## config.mk

```make
export PLATFORM = sky130hd
export DESIGN_NAME = baseline_pic_instruction_core_unit
export DESIGN_NICKNAME = d
export VERILOG_FILES = /design/src/hw/rtl/bpic_pkg.sv /design/src/hw/rtl/bpic_regfile.sv /design/src/hw/rtl/bpic_stack.sv /design/src/hw/rtl/bpic_exec.sv /design/src/hw/rtl/baseline_pic_instruction_core_unit.sv
export SDC_FILE = /design/constraint.sdc
export NUM_CORES = 1
export LEC_CHECK = 0
export BUFFER_PORTS_ARGS = -buffer_cell sky130_fd_sc_hd__buf_2
export CAP_MARGIN = 5
export CORE_MARGIN = 2
export CORE_UTILIZATION = 24
export DETAILED_ROUTE_END_ITERATION = 10
export SLEW_MARGIN = 0
export SYNTH_ARGS = -nofsm -noshare
export SYNTH_HDL_FRONTEND = slang
export SYNTH_SLANG_ARGS = --single-unit
```

## constraint.sdc

```tcl
create_clock -name clk -period 8 [get_ports clk]
set_input_delay 1.6 -clock clk [delete_from_list [all_inputs] [get_ports clk]]
set_output_delay 1.6 -clock clk [all_outputs]
set_load 0.02 [all_outputs]
```

## src/hw/rtl/bpic_pkg.sv

```systemverilog
// shared types and constants of the baseline pic instruction core
package bpic_pkg;

    // storage sizes
    localparam int REG_COUNT   = 32;
    localparam int STACK_DEPTH = 2;
    localparam int RF_AW       = $clog2(REG_COUNT);

    // field widths
    localparam int INSTR_W = 12;
    localparam int ADDR_W  = 5;
    localparam int PC_W    = 9;
    localparam int DATA_W  = 8;
    localparam int ERR_W   = 2;

    // special file addresses
    localparam logic [ADDR_W-1:0] F_INDF   = 5'd0;
    localparam logic [ADDR_W-1:0] F_PCL    = 5'd2;
    localparam logic [ADDR_W-1:0] F_STATUS = 5'd3;
    localparam logic [ADDR_W-1:0] F_FSR    = 5'd4;
    localparam logic [ADDR_W-1:0] F_GPIO   = 5'd6;

    // reset values
    localparam logic [DATA_W-1:0] PCL_RST    = 8'hff;
    localparam logic [DATA_W-1:0] STATUS_RST = 8'h18;
    localparam logic [DATA_W-1:0] FSR_RST    = 8'he0;
    localparam logic [DATA_W-1:0] FILE5_RST  = 8'hfe;
    localparam logic [DATA_W-1:0] TRIS_RST   = 8'h3f;
    localparam logic [DATA_W-1:0] OPTION_RST = 8'hff;

    // error codes
    localparam logic [ERR_W-1:0] ERR_NONE        = 2'd0;
    localparam logic [ERR_W-1:0] ERR_UNSUPPORTED = 2'd1;
    localparam logic [ERR_W-1:0] ERR_OPCODE      = 2'd2;

    // fixed register file taps and the indexed read
    typedef struct packed {
        logic [DATA_W-1:0] pcl;
        logic [DATA_W-1:0] status;
        logic [DATA_W-1:0] fsr;
        logic [DATA_W-1:0] gpio;
        logic [DATA_W-1:0] rd_data;
    } bpic_rf_view_t;

    // next state produced by the execute logic
    typedef struct packed {
        logic [ERR_W-1:0]  err;
        logic              two;
        logic              rf_we;
        logic [ADDR_W-1:0] rf_waddr;
        logic [DATA_W-1:0] rf_wdata;
        logic [DATA_W-1:0] pcl;
        logic              pc_high;
        logic [DATA_W-1:0] status;
        logic [DATA_W-1:0] w;
        logic [DATA_W-1:0] tris;
        logic [DATA_W-1:0] option;
        logic              push;
        logic              pop;
        logic [PC_W-1:0]   push_data;
    } bpic_upd_t;

endpackage

```

## src/hw/rtl/bpic_regfile.sv

```systemverilog
// register file with fixed taps, one indexed read, one indexed write port and direct pcl and status writes
module bpic_regfile (
    input  logic                          clk,
    input  logic                          rst_n,
    input  logic                          exec,
    input  bpic_pkg::bpic_upd_t           upd,
    input  logic [bpic_pkg::ADDR_W-1:0]   rd_addr,
    output bpic_pkg::bpic_rf_view_t       view
);
    import bpic_pkg::*;

    logic [DATA_W-1:0] rf_reg  [REG_COUNT];
    logic [DATA_W-1:0] rf_next [REG_COUNT];

    function automatic logic [DATA_W-1:0] reset_value(input int idx);
        logic [DATA_W-1:0] v;
        v = '0;
        if (idx == int'(F_PCL))
            v = PCL_RST;
        else if (idx == int'(F_STATUS))
            v = STATUS_RST;
        else if (idx == int'(F_FSR))
            v = FSR_RST;
        else if (idx == 5)
            v = FILE5_RST;
        return v;
    endfunction

    // next value of every entry
    always_comb
    begin
        for (int i = 0; i < REG_COUNT; i++)
        begin
            rf_next[i] = rf_reg[i];
            if (exec)
            begin
                if (i == int'(F_PCL))
                    rf_next[i] = upd.pcl;
                else if (i == int'(F_STATUS))
                    rf_next[i] = upd.status;
                else if (upd.rf_we && upd.rf_waddr == ADDR_W'(i))
                    rf_next[i] = upd.rf_wdata;
            end
        end
    end

    // storage
    always_ff @(posedge clk or negedge rst_n)
    begin
        if (!rst_n)
        begin
            for (int i = 0; i < REG_COUNT; i++)
                rf_reg[i] <= reset_value(i);
        end
        else
        begin
            for (int i = 0; i < REG_COUNT; i++)
                rf_reg[i] <= rf_next[i];
        end
    end

    // taps and indexed read, zero beyond the implemented entries
    always_comb
    begin
        view.pcl    = rf_reg[F_PCL[RF_AW-1:0]];
        view.status = rf_reg[F_STATUS[RF_AW-1:0]];
        view.fsr    = rf_reg[F_FSR[RF_AW-1:0]];
        view.gpio   = rf_reg[F_GPIO[RF_AW-1:0]];
        if (int'(rd_addr) < REG_COUNT)
            view.rd_data = rf_reg[rd_addr[RF_AW-1:0]];
        else
            view.rd_data = '0;
    end

endmodule

```

## src/hw/rtl/bpic_stack.sv

```systemverilog
// return address stack, push shifts down and pop shifts up
module bpic_stack (
    input  logic                        clk,
    input  logic                        push,
    input  logic                        pop,
    input  logic [bpic_pkg::PC_W-1:0]   push_data,
    output logic [bpic_pkg::PC_W-1:0]   top
);
    import bpic_pkg::*;

    logic [PC_W-1:0] stack_reg  [STACK_DEPTH];
    logic [PC_W-1:0] stack_next [STACK_DEPTH];

    // shift network
    always_comb
    begin
        for (int i = 0; i < STACK_DEPTH; i++)
            stack_next[i] = stack_reg[i];
        if (push)
        begin
            for (int i = 1; i < STACK_DEPTH; i++)
                stack_next[i] = stack_reg[i-1];
            stack_next[0] = push_data;
        end
        else if (pop)
        begin
            for (int i = 0; i < STACK_DEPTH - 1; i++)
                stack_next[i] = stack_reg[i+1];
        end
    end

    // entries hold return addresses only, no reset needed
    always_ff @(posedge clk)
    begin
        for (int i = 0; i < STACK_DEPTH; i++)
            stack_reg[i] <= stack_next[i];
    end

    assign top = stack_reg[0];

endmodule

```

## src/hw/rtl/bpic_exec.sv

```systemverilog
// instruction decode, alu and next state computation
module bpic_exec (
    input  logic [bpic_pkg::INSTR_W-1:0] instr,
    input  logic [bpic_pkg::DATA_W-1:0]  w,
    input  logic [bpic_pkg::DATA_W-1:0]  tris,
    input  logic [bpic_pkg::DATA_W-1:0]  option,
    input  logic                         pc_high,
    input  logic [bpic_pkg::PC_W-1:0]    stack_top,
    input  bpic_pkg::bpic_rf_view_t      view,
    output logic [bpic_pkg::ADDR_W-1:0]  rd_addr,
    output bpic_pkg::bpic_upd_t          upd
);
    import bpic_pkg::*;

    localparam logic [DATA_W-1:0] FLAG_C  = 8'h01;
    localparam logic [DATA_W-1:0] FLAG_DC = 8'h02;
    localparam logic [DATA_W-1:0] FLAG_Z  = 8'h04;

    logic [ADDR_W-1:0] f;
    logic              d;
    logic [ADDR_W-1:0] addr;
    logic              addr_ok;
    logic [PC_W-1:0]   pc_cur;
    logic [PC_W-1:0]   pc_inc;
    logic [PC_W-1:0]   pc_skip;
    logic [PC_W-1:0]   pc_jump;
    logic [PC_W-1:0]   pc_seq;
    logic [PC_W-1:0]   pc_fin;
    logic [DATA_W-1:0] mem;
    logic [ERR_W-1:0]  err;
    logic [DATA_W-1:0] res;
    logic              has_res;
    logic              wr_want;
    logic [DATA_W-1:0] wdata;
    logic [DATA_W-1:0] w_new;
    logic [DATA_W-1:0] tris_new;
    logic [DATA_W-1:0] opt_new;
    logic [DATA_W-1:0] fmask;
    logic [DATA_W-1:0] fval;
    logic              skip;
    logic              jump;
    logic              push;
    logic              pop;
    logic [DATA_W:0]   sum9;
    logic [DATA_W:0]   diff9;
    logic [4:0]        nib_sum;
    logic [DATA_W-1:0] bit_mask;
    logic [DATA_W-1:0] k;
    logic [DATA_W-1:0] lit_res;
    logic              wr_ok;
    logic              pcl_wr;
    logic              st_wr;
    logic [DATA_W-1:0] status_fin;

    // operand address, indirect through fsr
    assign f       = instr[ADDR_W-1:0];
    assign d       = instr[5];
    assign addr    = (f == F_INDF) ? view.fsr[ADDR_W-1:0] : f;
    assign addr_ok = (addr != F_INDF) && (int'(addr) < REG_COUNT);
    assign rd_addr = addr;

    // program counter candidates
    assign pc_cur  = {pc_high, view.pcl};
    assign pc_inc  = pc_cur + PC_W'(1);
    assign pc_skip = pc_cur + PC_W'(2);

    // file operand: gpio reads pins, pcl reads the already advanced value
    always_comb
    begin
        if (!addr_ok)
            mem = '0;
        else if (addr == F_GPIO)
            mem = 8'h08 | ((view.gpio | tris) & 8'h37);
        else if (addr == F_PCL)
            mem = pc_inc[DATA_W-1:0];
        else
            mem = view.rd_data;
    end

    // error classification of the low control space
    always_comb
    begin
        err = ERR_NONE;
        if (instr[INSTR_W-1:ADDR_W] == '0)
        begin
            if (f == F_STATUS || f == F_FSR)
                err = ERR_UNSUPPORTED;
            else if (f != F_INDF && f != F_PCL && f != F_GPIO)
                err = ERR_OPCODE;
        end
    end

    assign sum9     = {1'b0, mem} + {1'b0, w};
    assign diff9    = {1'b0, mem} - {1'b0, w};
    assign nib_sum  = {1'b0, mem[3:0]} + {1'b0, w[3:0]};
    assign bit_mask = DATA_W'(1) << instr[7:5];
    assign k        = instr[DATA_W-1:0];

    // decode and execute
    always_comb
    begin
        res      = '0;
        has_res  = 1'b0;
        wr_want  = 1'b0;
        wdata    = '0;
        w_new    = w;
        tris_new = tris;
        opt_new  = option;
        fmask    = '0;
        fval     = '0;
        skip     = 1'b0;
        jump     = 1'b0;
        pc_jump  = '0;
        push     = 1'b0;
        pop      = 1'b0;
        lit_res  = '0;
        if (instr[11:10] == 2'b00)
        begin
            has_res = 1'b1;
            unique case (instr[9:6])
                4'h0:
                begin
                    has_res = 1'b0;
                    if (!d)
                    begin
                        if (f == F_PCL)
                            opt_new = w;
                        else if (f == F_GPIO)
                            tris_new = w;
                    end
                    else
                    begin
                        wr_want = 1'b1;
                        wdata   = w;
                    end
                end
                4'h1:
                begin
                    res   = '0;
                    fmask = FLAG_Z;
                    fval  = FLAG_Z;
                end
                4'h2:
                begin
                    res   = diff9[DATA_W-1:0];
                    fmask = FLAG_C | FLAG_DC | FLAG_Z;
                    fval  = ((mem >= w) ? FLAG_C : '0)
                          | ((mem[3:0] >= w[3:0]) ? FLAG_DC : '0)
                          | ((diff9[DATA_W-1:0] == '0) ? FLAG_Z : '0);
                end
                4'h3:
                begin
                    res   = mem - DATA_W'(1);
                    fmask = FLAG_Z;
                    fval  = (res == '0) ? FLAG_Z : '0;
                end
                4'h4:
                begin
                    res   = mem | w;
                    fmask = FLAG_Z;
                    fval  = (res == '0) ? FLAG_Z : '0;
                end
                4'h5:
                begin
                    res   = mem & w;
                    fmask = FLAG_Z;
                    fval  = (res == '0) ? FLAG_Z : '0;
                end
                4'h6:
                begin
                    res   = mem ^ w;
                    fmask = FLAG_Z;
                    fval  = (res == '0) ? FLAG_Z : '0;
                end
                4'h7:
                begin
                    res   = sum9[DATA_W-1:0];
                    fmask = FLAG_C | FLAG_DC | FLAG_Z;
                    fval  = (sum9[DATA_W] ? FLAG_C : '0)
                          | (nib_sum[4] ? FLAG_DC : '0)
                          | ((sum9[DATA_W-1:0] == '0) ? FLAG_Z : '0);
                end
                4'h8:
                begin
                    res   = mem;
                    fmask = FLAG_Z;
                    fval  = (res == '0) ? FLAG_Z : '0;
                end
                4'h9:
                begin
                    res   = ~mem;
                    fmask = FLAG_Z;
                    fval  = (res == '0) ? FLAG_Z : '0;
                end
                4'ha:
                begin
                    res   = mem + DATA_W'(1);
                    fmask = FLAG_Z;
                    fval  = (res == '0) ? FLAG_Z : '0;
                end
                4'hb:
                begin
                    res  = mem - DATA_W'(1);
                    skip = (res == '0);
                end
                4'hc:
                begin
                    res   = {view.status[0], mem[DATA_W-1:1]};
                    fmask = FLAG_C;
                    fval  = mem[0] ? FLAG_C : '0;
                end
                4'hd:
                begin
                    res   = {mem[DATA_W-2:0], view.status[0]};
                    fmask = FLAG_C;
                    fval  = mem[DATA_W-1] ? FLAG_C : '0;
                end
                4'he:
                begin
                    res = {mem[3:0], mem[7:4]};
                end
                default:
                begin
                    res  = mem + DATA_W'(1);
                    skip = (res == '0);
                end
            endcase
            if (has_res)
            begin
                if (d)
                begin
                    wr_want = 1'b1;
                    wdata   = res;
                end
                else
                begin
                    w_new = res;
                end
            end
        end
        else if (instr[11:10] == 2'b01)
        begin
            unique case (instr[9:8])
                2'b00:
                begin
                    wr_want = 1'b1;
                    wdata   = mem & ~bit_mask;
                end
                2'b01:
                begin
                    wr_want = 1'b1;
                    wdata   = mem | bit_mask;
                end
                2'b10:
                    skip = ((mem & bit_mask) == '0);
                default:
                    skip = ((mem & bit_mask) != '0);
            endcase
        end
        else
        begin
            unique case (instr[11:8])
                4'h8:
                begin
                    pop     = 1'b1;
                    jump    = 1'b1;
                    pc_jump = stack_top;
                    w_new   = k;
                end
                4'h9:
                begin
                    push    = 1'b1;
                    jump    = 1'b1;
                    pc_jump = {1'b0, k};
                end
                4'ha, 4'hb:
                begin
                    jump    = 1'b1;
                    pc_jump = {instr[8], k};
                end
                4'hc:
                    w_new = k;
                4'hd:
                begin
                    lit_res = w | k;
                    w_new   = lit_res;
                    fmask   = FLAG_Z;
                    fval    = (lit_res == '0) ? FLAG_Z : '0;
                end
                4'he:
                begin
                    lit_res = w & k;
                    w_new   = lit_res;
                    fmask   = FLAG_Z;
                    fval    = (lit_res == '0) ? FLAG_Z : '0;
                end
                default:
                begin
                    lit_res = w ^ k;
                    w_new   = lit_res;
                    fmask   = FLAG_Z;
                    fval    = (lit_res == '0) ? FLAG_Z : '0;
                end
            endcase
        end
    end

    // file write target, writes to pcl and status override the rest
    assign wr_ok      = wr_want && addr_ok;
    assign pcl_wr     = wr_ok && (addr == F_PCL);
    assign st_wr      = wr_ok && (addr == F_STATUS);
    assign pc_seq     = jump ? pc_jump : (skip ? pc_skip : pc_inc);
    assign pc_fin     = pcl_wr ? {1'b0, wdata} : pc_seq;
    assign status_fin = st_wr ? wdata : ((view.status & ~fmask) | (fval & fmask));

    // pack the update, an error holds every piece of state
    always_comb
    begin
        upd.err       = err;
        upd.rf_waddr  = addr;
        upd.rf_wdata  = wdata;
        upd.push_data = pc_inc;
        if (err == ERR_NONE)
        begin
            upd.two     = skip || jump || pcl_wr;
            upd.rf_we   = wr_ok && !pcl_wr && !st_wr;
            upd.pcl     = pc_fin[DATA_W-1:0];
            upd.pc_high = pc_fin[PC_W-1];
            upd.status  = status_fin;
            upd.w       = w_new;
            upd.tris    = tris_new;
            upd.option  = opt_new;
            upd.push    = push;
            upd.pop     = pop;
        end
        else
        begin
            upd.two     = 1'b0;
            upd.rf_we   = 1'b0;
            upd.pcl     = view.pcl;
            upd.pc_high = pc_high;
            upd.status  = view.status;
            upd.w       = w;
            upd.tris    = tris;
            upd.option  = option;
            upd.push    = 1'b0;
            upd.pop     = 1'b0;
        end
    end

endmodule

```

## src/hw/rtl/baseline_pic_instruction_core_unit.sv

```systemverilog
// top level of the baseline pic instruction core
//
// Executes one 12-bit instruction word per input item and returns one result
// item per instruction. The caller fetches each word at the next_pc of the
// previous result; after reset the first fetch address is 0x1FF.
// Input channel: instruction with in_valid / in_stall. Output channel:
// next_pc, accumulator, pin_levels, two_cycle, error_code and option_bits
// with out_valid / out_stall.
// An accepted item passes through the input register, then through decode and
// execute into the result register.
// Throughput is one item per cycle while the receiver does not stall, set by
// the execute path from the register file and W back into themselves.
// While the receiver stalls the result register holds its item, the input
// register can still take one more item, and in_stall rises only once both
// are full.
// Reset clears both stages and loads the register file, W, TRIS, OPTION and
// the high pc bit with their power-on values; the return stack is not
// cleared and a return through a never-pushed entry is undefined.
module baseline_pic_instruction_core_unit (
    input  logic                          clk,
    input  logic                          rst_n,
    input  logic                          in_valid,
    output logic                          in_stall,
    input  logic [bpic_pkg::INSTR_W-1:0]  instruction,
    output logic                          out_valid,
    input  logic                          out_stall,
    output logic [bpic_pkg::PC_W-1:0]     next_pc,
    output logic [bpic_pkg::DATA_W-1:0]   accumulator,
    output logic [bpic_pkg::DATA_W-1:0]   pin_levels,
    output logic                          two_cycle,
    output logic [bpic_pkg::ERR_W-1:0]    error_code,
    output logic [bpic_pkg::DATA_W-1:0]   option_bits
);
    import bpic_pkg::*;

    logic               instr_valid_reg;
    logic [INSTR_W-1:0] instr_reg;
    logic               out_valid_reg;
    logic [PC_W-1:0]    next_pc_reg;
    logic [DATA_W-1:0]  acc_reg;
    logic [DATA_W-1:0]  pins_reg;
    logic               two_reg;
    logic [ERR_W-1:0]   err_reg;
    logic [DATA_W-1:0]  opt_out_reg;
    logic [DATA_W-1:0]  w_reg;
    logic [DATA_W-1:0]  tris_reg;
    logic [DATA_W-1:0]  option_reg;
    logic               pc_high_reg;

    logic               advance;
    logic               exec_fire;
    logic               in_take;
    logic [ADDR_W-1:0]  rd_addr;
    logic [PC_W-1:0]    stack_top;
    logic [DATA_W-1:0]  gpio_new;
    bpic_rf_view_t      view;
    bpic_upd_t          upd;

    // pipeline flow control
    assign advance   = !out_valid_reg || !out_stall;
    assign exec_fire = instr_valid_reg && advance;
    assign in_stall  = instr_valid_reg && !advance;
    assign in_take   = in_valid && !in_stall;

    // input register
    always_ff @(posedge clk or negedge rst_n)
    begin
        if (!rst_n)
            instr_valid_reg <= 1'b0;
        else if (!in_stall)
            instr_valid_reg <= in_valid;
    end

    always_ff @(posedge clk)
    begin
        if (in_take)
            instr_reg <= instruction;
    end

    bpic_regfile u_regfile (
        .clk     (clk),
        .rst_n   (rst_n),
        .exec    (exec_fire),
        .upd     (upd),
        .rd_addr (rd_addr),
        .view    (view)
    );

    bpic_stack u_stack (
        .clk       (clk),
        .push      (exec_fire && upd.push),
        .pop       (exec_fire && upd.pop),
        .push_data (upd.push_data),
        .top       (stack_top)
    );

    bpic_exec u_exec (
        .instr     (instr_reg),
        .w         (w_reg),
        .tris      (tris_reg),
        .option    (option_reg),
        .pc_high   (pc_high_reg),
        .stack_top (stack_top),
        .view      (view),
        .rd_addr   (rd_addr),
        .upd       (upd)
    );

    // core state outside the register file
    always_ff @(posedge clk or negedge rst_n)
    begin
        if (!rst_n)
        begin
            w_reg       <= '0;
            tris_reg    <= TRIS_RST;
            option_reg  <= OPTION_RST;
            pc_high_reg <= 1'b1;
        end
        else if (exec_fire)
        begin
            w_reg       <= upd.w;
            tris_reg    <= upd.tris;
            option_reg  <= upd.option;
            pc_high_reg <= upd.pc_high;
        end
    end

    // pin levels after this item's write
    assign gpio_new = (upd.rf_we && upd.rf_waddr == F_GPIO) ? upd.rf_wdata : view.gpio;

    // result register
    always_ff @(posedge clk or negedge rst_n)
    begin
        if (!rst_n)
            out_valid_reg <= 1'b0;
        else if (advance)
            out_valid_reg <= instr_valid_reg;
    end

    always_ff @(posedge clk)
    begin
        if (exec_fire)
        begin
            next_pc_reg <= {upd.pc_high, upd.pcl};
            acc_reg     <= upd.w;
            pins_reg    <= gpio_new | upd.tris;
            two_reg     <= upd.two;
            err_reg     <= upd.err;
            opt_out_reg <= upd.option;
        end
    end

    assign out_valid   = out_valid_reg;
    assign next_pc     = next_pc_reg;
    assign accumulator = acc_reg;
    assign pin_levels  = pins_reg;
    assign two_cycle   = two_reg;
    assign error_code  = err_reg;
    assign option_bits = opt_out_reg;

`ifndef SYNTH
    // an executed item always shows up as a result next cycle
    a_exec_to_result: assert property (@(posedge clk) disable iff (!rst_n)
        exec_fire |=> out_valid)
        else $error("executed item did not reach the result register");

    // an error leaves the program counter where it was
    a_err_holds_pc: assert property (@(posedge clk) disable iff (!rst_n)
        (exec_fire && upd.err != ERR_NONE) |=>
            ({pc_high_reg, view.pcl} == $past({pc_high_reg, view.pcl})))
        else $error("error item moved the program counter");

    // an error leaves W untouched
    a_err_holds_w: assert property (@(posedge clk) disable iff (!rst_n)
        (exec_fire && upd.err != ERR_NONE) |=> (w_reg == $past(w_reg)))
        else $error("error item changed W");

    // an error result never reports a dead cycle
    a_err_not_two: assert property (@(posedge clk) disable iff (!rst_n)
        (exec_fire && upd.err != ERR_NONE) |=> !two_cycle)
        else $error("error result flagged two cycles");
`endif

endmodule
```

==> results.yml, run 1 <==
yosys:
  synth-edff-count: 66
  synthArstFlopShare: 0.8103
  syn_area_um2: 20090
  syn_nets: 2322
  synth_area_leaders: "dfrtp_1 31%, edfxtp_1 9.9%, nand2_1 6.5%"
  syn_inst: 2250
  yosysSeqAreaShare: 0.4522
  synth_commonest_cells: "350 x nand2_1, 257 x nor2_1, 247 x dfrtp_1"
  yosysTopAreaCell: "dfrtp_1"
  netlist.area_leader.share: 0.3077
  avgSynthCellArea_um2: 8.927
  ys_ff_latch: 348
  synth_ff_type: "dfrtp_1"
  yosysMostFrequentCell: "nand2_1"
  ys_warn_count: 0
  synth.distinct_cells: 88
cells_and_area:
  drive_gt1_frac: 0.1322
  areaGrowthSynthToFinish_pct: 14.33
  fin_area_um2: 22960
  largest_reg_flops: 223
  fillers: 8882
  final_util: 0.2757
  antennaDiodeCount: 0
  nets: 2329
die:
  io_pins: 54
  core_um2: 83290
  rows: 106
  dieArea_um2: 86020
  die_w_um: 293.3
  start_util: 0.2412
  die_h_um: 293.3
global_route:
  met2_usage: 0.2619
  met3_usage: 0.03396
  gr-usage-met1: 0.2351
  grt_pass1_wl_mm: 112.2
  grt_overflow: 0
  grt_pass1_vias: 16910
  grt-busiest-layer: "met2"
  grt_max_degree: 165
  grtUsageTotal: 0.1706
  antenna_found_initial: 1
run_status:
  violations: "slew limit"
  outcome: "complete, but fails checks"
worst_setup_path:
  crit_path_max_fanout: 18
  path_class: "register to register"
  start_kind: "register"
  cp-end-kind: "register"
  cp.arrival_ps: 8140
  required_ps: 8440
detailed_routing:
  viasPerCell: 5.320
  drc: 0
  drt_iter0_markers: 2190
  num_vias: 17900
  routed_wl_mm: 74.84
  ant_nets: 0
  dr.pass1.iters: 6
  post_drt_wl_per_cell_um: 22.25
timing:
  slew_headroom: -0.05266
  final-max-slew-violation-count: 9
  fin_worst_skew_ps: 30.63
  worst_pin_slew_ps: 1579
  hold_violations: 0
  tns_ps: 0
  setup_viol: 0
  rsz0062_at_grt: "false"
  period_needed_ps: 7699
  max_freq_mhz: 129.9
  post-route-period-util: 0.9624
hold_path:
  hold_path.class: "register to register"
clock_network:
  cts_hold_buf: 0
  h-tree-depth: 2
  cts_buffers: 39
  clockBufferDepth: 3
  clock_latency_ps: 600
  cts_root_buffer: "clkbuf_16"
  clock_sinks: 348
  cts_tree: "yes"
  clk_pin_slew_worst_paths_ps: 60
pwr:
  ir_worst_vdd_mv: 0.1343
  power_density_nw_per_um2: 241.2
  p_leak_nw: 9.341
placed_design:
  hpwl_mm: 52.39
  placed_cell_area_um2: 21690
  port_buffers: 53
  gp_congestion: 0.9692
run:
  cap_violations: 0
## layout make-up
class	instances	area, µm²	share of cell area
timing repair buffer	139	968.4	0.04217
clock buffer	52	1065	0.04637
sequential	348	9082	0.3955
inverter	41	153.9	0.006702
tap	1080	1351	0.05885
multi-input combinational	1688	10150	0.4422
clock inverter	16	187.7	0.008173
## layout by cell type (no fill, tap or decap), types with 10 or more instances in the layout
master,Yosys,routed
a221oi_1,30,28
o211ai_1,15,15
xor2_1,12,12
nand2_1,350,350
xnor2_1,22,22
mux2_2,25,25
o211a_1,19,19
nor4_1,21,21
nand3_1,39,39
dfrtp_1,247,247
o21ai_0,196,196
nor2b_1,17,17
dfstp_2,35,35
nor3_1,30,30
a31oi_1,17,16
inv_1,33,32
a32oi_1,23,23
nor2_1,257,257
or3_1,13,13
mux2i_1,67,67
a22oi_1,20,20
a2111oi_0,15,14
edfxtp_1,66,66
a211oi_1,26,25
buf_2,20,53
buf_4,13,81
a21o_1,10,10
clkbuf_16,0,39
nand4_1,17,17
ha_1,54,54
a21oi_1,225,222
and2_1,10,10
nand2b_1,13,13
## cells by family after synthesis
| group | Yosys count | share of synthesized area |
|---|---|---|
| compound gates | 715 | 0.2321 |
| buf+inv | 214 | 0.04703 |
| simple gates | 788 | 0.1680 |
| fa+ha+maj | 56 | 0.03563 |
| mux | 95 | 0.05021 |
| flops | 348 | 0.4522 |
| xor+xnor | 34 | 0.01483 |
## what timing repair did
action,in CTS,in global routing
endpoints found under the setup margin,0,6
hold endpoints to repair,0,0
buffers inserted,0,2
resized for setup,0,1
## worst paths after layout
check | start | end | slack (ps) | depth (start not counted)
min in group asynchronous | rst_n | u_regfile.rf_reg[141]$_DFFE_PN0P_ | 1150 | 1
max in group asynchronous | rst_n | w_reg[5]$_DFFE_PN0P_ | 5380 | 2
worst min-delay path | u_regfile.rf_reg[248]$_DFFE_PN0P_ | u_regfile.rf_reg[248]$_DFFE_PN0P_ | 370 | 0
worst min register to register | u_regfile.rf_reg[248]$_DFFE_PN0P_ | u_regfile.rf_reg[248]$_DFFE_PN0P_ | 370 | 0
worst max-delay path | instr_reg[3]$_DFFE_PP_ | u_regfile.rf_reg[36]$_DFFE_PN0P_ | 300 | 23
worst max register to register | instr_reg[3]$_DFFE_PP_ | u_regfile.rf_reg[36]$_DFFE_PN0P_ | 300 | 23
## power by group
part	internal, mW	switching (mW)	leakage [nW]
clock	1.01	0.798	0.596
sequential	2.01	0.206	4.36
combinational	0.515	1.00	4.38
total	3.53	2.01	9.34
## critical path: stages (launching register included)
cell      delay, ps
edfxtp_1        650
nor3_1          190
buf_4           230
a32oi_1        1240
nor2_1          400
a32oi_1         360
a41oi_1         340
a21oi_2         390
nand2_1         270
inv_2           360
ha_1            300
a21o_1          120
a21o_1          180
nand2_1          80
xor2_1          150
o221ai_1        180
a211oi_1        440
nand3_1         140
a31oi_1         350
nor2_1          140
a211oi_4        220
buf_4           320
buf_4           310
o21ai_0         150
## metrics by stage
stage	hold slack (ps)	std cells	total power [mW]	setup WS (ps)
5_1_grt	386.0	3364	5.778	120.0
6_report	371.3	3364	5.540	300.9
3_5_place_dp	361.6	3294	3.717	539.6
3_3_place_gp	358.3	3293	3.724	609.3
4_1_cts	374.8	3362	5.537	519.8
2_1_floorplan	421.5	2250	3.135	2396
## metal layers
metal,up-vias,routed length (µm)
met5,-,0
met4,0,3017
met3,162,6278
met2,881,33050
met1,8719,32490
li1,8134,-
No activity file was read; power rests on OpenSTA's default activity.
==> inputs of run 2 (changes only) <==
Settings changed: ABC_AREA set to 1.
==> run 2 against run 1 <==
The flow now finishes without violations. Clock-buffer cell count increased by 6. Clock power increased by 4%. Maximum frequency is 9.9% higher. Non-clock buffer count down 36. Core utilization about the same. Sequential share of layout area decreased by 0.61 points. Sequential power increased by 5%. Largest power group unchanged.
==> results.yml, run 2 <==
detailed_routing:
  post_drt_wl_per_cell_um: 18.81
  ant_nets: 0
  viasPerCell: 4.834
  dr.pass1.iters: 6
  drc: 0
  drt_iter0_markers: 1957
  routed_wl_mm: 72.40
  num_vias: 18610
worst_setup_path:
  r2r_cells: 35
  critical-path-max-stage-delay_ps: 540
  required_ps: 8310
  reg2reg_to: "pin_levels[6]$_DFFE_PP_"
  cp_common_cell: "nand2_1"
  rrSetupSlack_ps: 1000
  crit_family: "simple AND/OR/NAND/NOR gates"
  crit-reg2reg-launch: "instr_reg[0]$_DFFE_PP_"
  crit_path_max_fanout: 24
  cp.buffers_inverters: 5
  cp.arrival_ps: 7310
  cp-end-kind: "register"
  start_kind: "register"
  path_class: "register to register"
  slowest_stage: "edfxtp_1"
cells_and_area:
  areaGrowthSynthToFinish_pct: 14.44
  largest_reg_flops: 224
  drive_gt1_frac: 0.1250
  mostFrequentLayoutCell: "nand2_1"
  layout_common_cells: "848 x nand2_1, 250 x inv_1, 248 x dfrtp_1"
  nets: 2745
  fillers: 9124
yosys:
  synthXorXnorAreaFrac: 0.009859
  yosysTopAreaCell: "dfrtp_1"
  syn_area_um2: 20430
  yosys.area_share.simple: 0.2609
  synth_area_leaders: "dfrtp_1 30%, nand2_1 16%, edfxtp_1 9.7%"
  ys_ff_latch: 349
  synthAdderAreaFrac: 0.03503
  syn_inst: 2661
  yosysSeqAreaShare: 0.4457
  synth-edff-count: 66
  synthArstFlopShare: 0.8109
  synth_top_family_by_area: "simple AND/OR/NAND/NOR gates"
  synth_commonest_cells: "849 x nand2_1, 251 x inv_1, 248 x dfrtp_1"
  synth_ff_type: "dfrtp_1"
  syn_nets: 2733
  synthMuxAreaShare: 0.03362
  netlist.area_leader.share: 0.3037
  synth_compound_area_frac: 0.1340
  synth.distinct_cells: 57
  yosysMostFrequentCell: "nand2_1"
  ys_warn_count: 0
  avgSynthCellArea_um2: 7.679
die:
  io_pins: 54
  dieArea_um2: 87490
  die_w_um: 295.8
  core_um2: 84750
  rows: 107
  die_h_um: 295.8
  start_util: 0.2411
clock_network:
  clock_sinks: 349
  cts_buffers: 40
  cts_root_buffer: "clkbuf_16"
  post-cts-setup-buffers: 0
  clk_pin_slew_worst_paths_ps: 60
  clock_latency_ps: 580
  post_cts_resize_count: 0
  cts_hold_buf: 0
  clockBufferDepth: 3
  cts_tree: "yes"
  h-tree-depth: 2
pwr:
  combPwrFrac: 0.308
  ir_worst_vdd_mv: 0.1229
  p_seq_frac: 0.381
  switchingPower_mw: 2.310
  p_leak_nw: 10.88
  clockPowerShare: 0.311
  internal_power_mw: 3.753
  switching_share: 0.3810
  power_density_nw_per_um2: 259.3
placed_design:
  hpwl_mm: 50.53
  gp_congestion: 0.9767
  port_buffers: 53
global_route:
  grt_max_degree: 151
  grt_pass1_vias: 17430
  grtUsageTotal: 0.1627
  antenna_found_initial: 1
  grt_pass1_wl_mm: 109.0
  grt_overflow: 0
run_status:
  outcome: "finished clean"
hold_path:
  hold_path.class: "register to register"
  worstHoldStart: "u_regfile.rf_reg[250]$_DFFE_PN0P_"
  hold_path_end: "u_regfile.rf_reg[250]$_DFFE_PN0P_"
  whs_path_depth: 0
timing:
  holdWs_ps: 374.9
  worst_pin_slew_ps: 1286
  hold_violations: 0
  tns_ps: 0
  final-max-slew-violation-count: 0
  max_freq_mhz: 142.8
  rsz0062_at_grt: "false"
  setup_viol: 0
  post-route-period-util: 0.8754
  fin_worst_skew_ps: 23.19
  period_needed_ps: 7003
  slew_headroom: 0.1367
run:
  cap_violations: 0
run 2: changes by cell type in the layout (fill, tap and decap cells not counted), moves of 22 or more:
cell and delta:
a31oi_1 +34, inv_1 +218, o22ai_1 +31, nand2_1 +498
nand3_1 +56, a21oi_1 -158, nor2_1 -22, a221oi_1 -23
mux2i_1 -67, buf_4 -34, o21ai_1 +61, mux2_2 +36
a32oi_1 -23
run 2: metal layers:
layer,up-vias,GRT usage,wire [µm]
met1,8937,0.2223,31700
met2,789,0.2582,32940
met5,-,0,19
met3,155,0.02293,4777
li1,8724,-,-
met4,2,0.06549,2962
run 2: how the worst max path moves through the flow:
stage                                      start                                to  slack [ps]  cells after the start
after CTS                 instr_reg[0]$_DFFE_PP_           pin_levels[6]$_DFFE_PP_        1200                     35
final                     instr_reg[0]$_DFFE_PP_           pin_levels[6]$_DFFE_PP_        1000                     35
after global placement    instr_reg[0]$_DFFE_PP_           pin_levels[6]$_DFFE_PP_        1400                     35
after global routing      instr_reg[0]$_DFFE_PP_           pin_levels[6]$_DFFE_PP_         610                     35
after floorplan           instr_reg[2]$_DFFE_PP_  u_regfile.rf_reg[14]$_DFFE_PN0P_        3300                     34
after detailed placement  instr_reg[0]$_DFFE_PP_           pin_levels[6]$_DFFE_PP_        1260                     35
run 2: worst reg2reg max path, delay by kind of cell, from the launching register on:
kind | cells | cell delay [ps]
adder cells (fa/ha/maj) | 2 | 460
buffers and inverters | 5 | 1300
AND/OR/NAND/NOR | 23 | 3530
flip-flops | 1 | 540
XOR/XNOR | 1 | 140
AO/OA/AOI/OAI | 4 | 790
run 2: cell type report:
class                   count  area [µm²]  share of cell area
diodes                      1       2.502           0.0001070
flip-flops and latches    349        9107              0.3895
clock inverters            15       157.7            0.006742
well taps                1144        1431             0.06121
repair buffers            103       679.4             0.02905
inverters                 271        1017             0.04350
multi-input cells        1908        9799              0.4190
clock buffers              58        1190             0.05088
run 2: power groups by stage:
| stage | sequential (mW) | clock [mW] | combinational (mW) |
|---|---|---|---|
| 6_report | 2.31 | 1.89 | 1.87 |
| 5_1_grt | 2.33 | 1.99 | 2.05 |
| 3_3_place_gp | 2.34 | 0 | 1.84 |
| 2_1_floorplan | 2.30 | 0 | 1.17 |
| 3_5_place_dp | 2.33 | 0 | 1.82 |
| 4_1_cts | 2.31 | 1.92 | 1.83 |
run 2: through the flow:
| stage | cell area (µm²) | power [mW] | utilization | setup slack (ps) | cells |
|---|---|---|---|---|---|
| 2_1_floorplan | 20430 | 3.463 | - | 3297 | 2661 |
| 3_3_place_gp | 22020 | 4.172 | 0.2599 | 1401 | 3774 |
| 3_5_place_dp | 22020 | 4.156 | 0.2599 | 1257 | 3774 |
| 4_1_cts | 23370 | 6.055 | 0.2758 | 1202 | 3847 |
| 5_1_grt | 23380 | 6.369 | 0.2759 | 611.3 | 3848 |
| 6_report | 23380 | 6.063 | 0.2759 | 996.7 | 3849 |
run 2: cells by family (layout without fill, tap and decap cells):
group | after synthesis | count (layout)
other | 0 | 1
and+or+nand+nor | 1283 | 1283
muxes | 61 | 61
xor gates and xnor gates | 23 | 23
AOI/OAI and AO/OA | 485 | 485
adders and majority gates | 56 | 56
buffers and inverters | 404 | 447
DFF | 349 | 349
